<file path="src/rtl/bpts_pkg.sv">
// ----------------------------------------------------------------------------
// Boosted priority thread scheduler package
// Field widths, command codes, the constants of the effective priority and the
// result type of the priority evaluation unit.
// ----------------------------------------------------------------------------
package bpts_pkg;

    localparam int CMD_W  = 2;
    localparam int PRIO_W = 32;
    localparam int PID_W  = 9;
    localparam int WIN_W  = 34;

    localparam logic [CMD_W-1:0] CMD_CREATE    = 2'd0;
    localparam logic [CMD_W-1:0] CMD_TERMINATE = 2'd1;
    localparam logic [CMD_W-1:0] CMD_SCHEDULE  = 2'd2;
    localparam logic [CMD_W-1:0] CMD_RESERVED  = 2'd3;

    localparam logic [PRIO_W-1:0] BOOST_LIMIT   = 32'd10;
    localparam logic [WIN_W-1:0]  FAIRNESS_TERM = 34'd1000000;

    typedef struct packed {
        logic             greater;
        logic [WIN_W-1:0] eff;
    } eval_res_t;

endpackage

</file>
<file path="src/rtl/bpts_eval.sv">
// ----------------------------------------------------------------------------
// Priority evaluation unit
// Forms the effective priority of one table entry and compares it with the
// best value found so far in the scan.
// ----------------------------------------------------------------------------
module bpts_eval (
    input  logic [bpts_pkg::PRIO_W-1:0] prio,
    input  logic [bpts_pkg::WIN_W-1:0]  best,
    output bpts_pkg::eval_res_t         res
);

    logic [bpts_pkg::WIN_W-1:0] scaled;
    logic [bpts_pkg::WIN_W-1:0] eff;

    always_comb begin
        if (prio > bpts_pkg::BOOST_LIMIT) begin
            scaled = {1'b0, prio, 1'b0};
        end else begin
            scaled = {2'b00, prio};
        end
        eff         = scaled + bpts_pkg::FAIRNESS_TERM;
        res.eff     = eff;
        res.greater = (eff > best);
    end

endmodule

</file>
<file path="config.mk">
export PLATFORM = sky130hd
export DESIGN_NAME = bpts_eval
export DESIGN_NICKNAME = d
export VERILOG_FILES = /design/src/rtl/bpts_pkg.sv /design/src/rtl/bpts_eval.sv
export SDC_FILE = /design/constraint.sdc
export NUM_CORES = 1
export LEC_CHECK = 0
export BUFFER_PORTS_ARGS = -buffer_cell sky130_fd_sc_hd__buf_2
export CAP_MARGIN = 20
export CORE_MARGIN = 8
export CORE_UTILIZATION = 40
export DETAILED_ROUTE_END_ITERATION = 8
export PLACE_DENSITY_LB_ADDON = 0.12
export SYNTH_ARGS = -nofsm -noshare
export SYNTH_HDL_FRONTEND = slang
export SYNTH_SLANG_ARGS = --single-unit
</file>
<file path="constraint.sdc">
create_clock -name vclk -period 3.3
set_input_delay 0.33 -clock vclk [all_inputs]
set_output_delay 0.33 -clock vclk [all_outputs]
set_load 0.005 [all_outputs]
</file>
==> summary.txt <==
Synthesis
  • Synth top area share: 30.1%
  • Mapped Area: 0.00145 mm²
  • Post-synthesis sequential area ratio: 0%
  • Main area contributors after synthesis: ha_1 (30%), inv_1 (9.6%), xor2_1 (7.8%)
  • Yosys top cell by area: ha_1
  • Post-Syn Nets: 315
  • Post-synth cell types: 32
  • Synth Warn #: 0
  • Simple-gate area share of the yosys netlist: about 28%
  • Mux share of post-synthesis cell area: 2.33%
  • Xor/xnor share of the synthesized area: around 14%
  • Post-synthesis compound-gate area fraction: roughly 15%
  • Synth Area in Adders: 30.1%
  • Cell count after synthesis: 214
  • Combinational family with the most area after synthesis: adder cells
  • Synth Area per Inst: 6.79 µm²
  • Synth top cells by count: inv_1 (37), ha_1 (35), nand2_1 (22), nor2_1 (16), a21oi_1 (15)
  • Most common cell in the netlist: inv_1

Final layout
  • # diodes: 0
  • # fillers: 296
  • Register area: 0 µm²
  • Seq_cells: 0
  • Share of cells above drive strength 1: 52.0%
  • Clkbuf count: 0
  • Post-layout util: 75.7%
  • Post-Layout Inst Area: between 0.002 and 0.003 mm²
  • Multi-input combinational cell area: 0.00155 mm²
  • Syn-to-layout area delta: 86.4%
  • Layout net count: about 470

Global routing
  • Vias in the first global route: 2248
  • Congestion Overflow GR: 0
  • GR Util All Layers: 18.8%
  • First-pass GRT wire length: 9720 µm
  • Initial antenna violation count: 0
  • Largest net degree at the start of global routing: 6

Setup path
  • Crit path max-delay family: simple AND/OR/NAND/NOR gates
  • Worst EP required: 2.97 ns
  • Crit Path Max Fanout: 5
  • Crit path buffers/inverters: 3
  • Crit-path cells: buf_2, or4_4, a21oi_4, buf_6, xnor2_4, ha_4, nand4_1, or4_4, nor2_4, o31a_1, o21ai_1, a21oi_1, buf_2
  • Crit path kind: in -> out
  • Crit path DAT: between 3 and 4 ns
  • Worst path slowest cell: or4_4
  • Max incr delay on CP: between 0.5 and 0.6 ns
  • Crit path to: res[34]
  • Crit. Startpoint: prio[16]
  • Worst setup SP type: input pin
  • WP depth: 13
  • Crit. End Element: output port

Job
  • Max-Cap Viols: 0

Route
  • Metal-1 WL: 2520 µm
  • WL/cell: ~14 µm
  • Met3 routed WL: 347 µm
  • Drt first-iter violations: 83
  • Via count: 2067
  • First-pass DRT Iterations: 4
  • Routed WL: 5940 µm
  • Max Used Layer: met4
  • Met2 wire length: 3010 µm
  • Drt via density: between 4 and 5
  • DRC: 0
  • Final ANT Viol Nets: 0

Floorplanning
  • Die width: 76.3 µm
  • Chip height: 76.3 µm
  • Core ar.: about 0.0036 mm²
  • Rows: 22
  • Top-Level Pins: 101
  • Die area: 0.00582 mm²
  • Initial Util: 40.6%

STA
  • Setup violations, final: 1
  • Final hold vios: 0
  • Fin crit period: 3.35 ns
  • Final hold slack: 0.992 ns
  • Worst setup margin: -0.0490 ns
  • RSZ-0062 raised after global routing: true
  • Final-report max-slew violation count: 0
  • Fin crit share: 101%
  • Fmax: 299 MHz
  • Worst-margin pin slew: 0.389 ns
  • Slew Limit Headroom: approximately three quarters

CTS
  • Post-CTS Hold Fix Bufs: 0

Power and ir drop
  • NetSw: 0.172 mW
  • Power Density: 132 mW/mm²
  • Peak supply drop: 0.0897 mV
  • Sequential share of power: 0%
  • Clock power share: 0%
  • Int Power: ~0.18 mW
  • Switching Share: ~48%
  • Logic pwr share: 100.0%
  • P_leak: 1.50 nW

Placed design
  • Port buffer count: just over 100
  • Area after DPL: 0.00233 mm²
  • HPWL after DPL: between 4000 and 5000 µm
  • DP Worst Slack: -0.408 ns
  • Final Wtd Congestion: 0.859

Run status
  • Outcome: finished with violations
  • Failing checks: negative setup slack

Worst hold path
  • Hold Path Class: in -> out
## what timing repair did
item                                    CTS  global route
setup buffers                            14             0
pin swaps                                16             4
endpoints found under the setup margin    1             2
resized for setup                        37            12
## area by class of cell
class	instances	area share, %
Multi-Input combinational cell	174	57.4
Timing Repair Buffer	158	35.3
Tap cell	48	2.22
Inverter	37	5.13
## power by group through the flow
stage          clock (mW)  combinational, mW  sequential (mW)
2_1_floorplan           0              0.135                0
3_3_place_gp            0              0.290                0
3_5_place_dp            0              0.292                0
4_1_cts                 0              0.337                0
5_1_grt                 0              0.393                0
6_report                0              0.356                0
## worst min path at each step
stage	to	slack, ns	depth (start not counted)	from
floorplan	res[6]	0.70	1	prio[5]
CTS	res[5]	0.99	3	prio[4]
global route	res[7]	1.01	3	prio[6]
global placement	res[5]	0.95	3	prio[4]
detailed placement	res[5]	0.95	3	prio[4]
finish	res[5]	0.99	3	prio[4]
## metrics by stage
stage	power, mW	instances	setup TNS [ns]
after global routing	0.393	417	-0.213
after floorplan	0.135	214	0
after CTS	0.337	417	-0.0388
final	0.356	417	-0.0490
after detailed placement	0.292	403	-0.408
after global placement	0.290	403	-0.259
## tightest hold or removal path, cell delays in order
cell	delay (ns)
buf_2	0.12
buf_4	0.11
buf_2	0.10
## cell families after synthesis
group / count (synthesis)
and+or+nand+nor: 77
buffers and inverters: 40
AOI/OAI and AO/OA: 35
adders and majority gates: 35
xor gates and xnor gates: 24
muxes: 3
## routing by layer
metal / vias up / global-route usage [%]
met3: 6 / 3.66
met1: 935 / 21.4
met5: - / 0
li1: 1062 / -
met2: 64 / 35.6
met4: 0 / 2.50
## cells in the final DEF, fill, tap and decap left out, types with 3 or more instances in the layout
master    count
mux2_4        3
xor2_1       13
o21ai_1       3
buf_4        58
o21ai_0       4
buf_6         3
and3_1        3
buf_2        97
nand4_1       9
nand2_1      22
nor2b_1       3
ha_1         31
a21oi_1      13
inv_1        37
a211oi_1      3
ha_4          4
xnor2_1       8
nor4_1        5
nor2_1       13
nand3_1       4
Power figures use the tool's default switching activity.
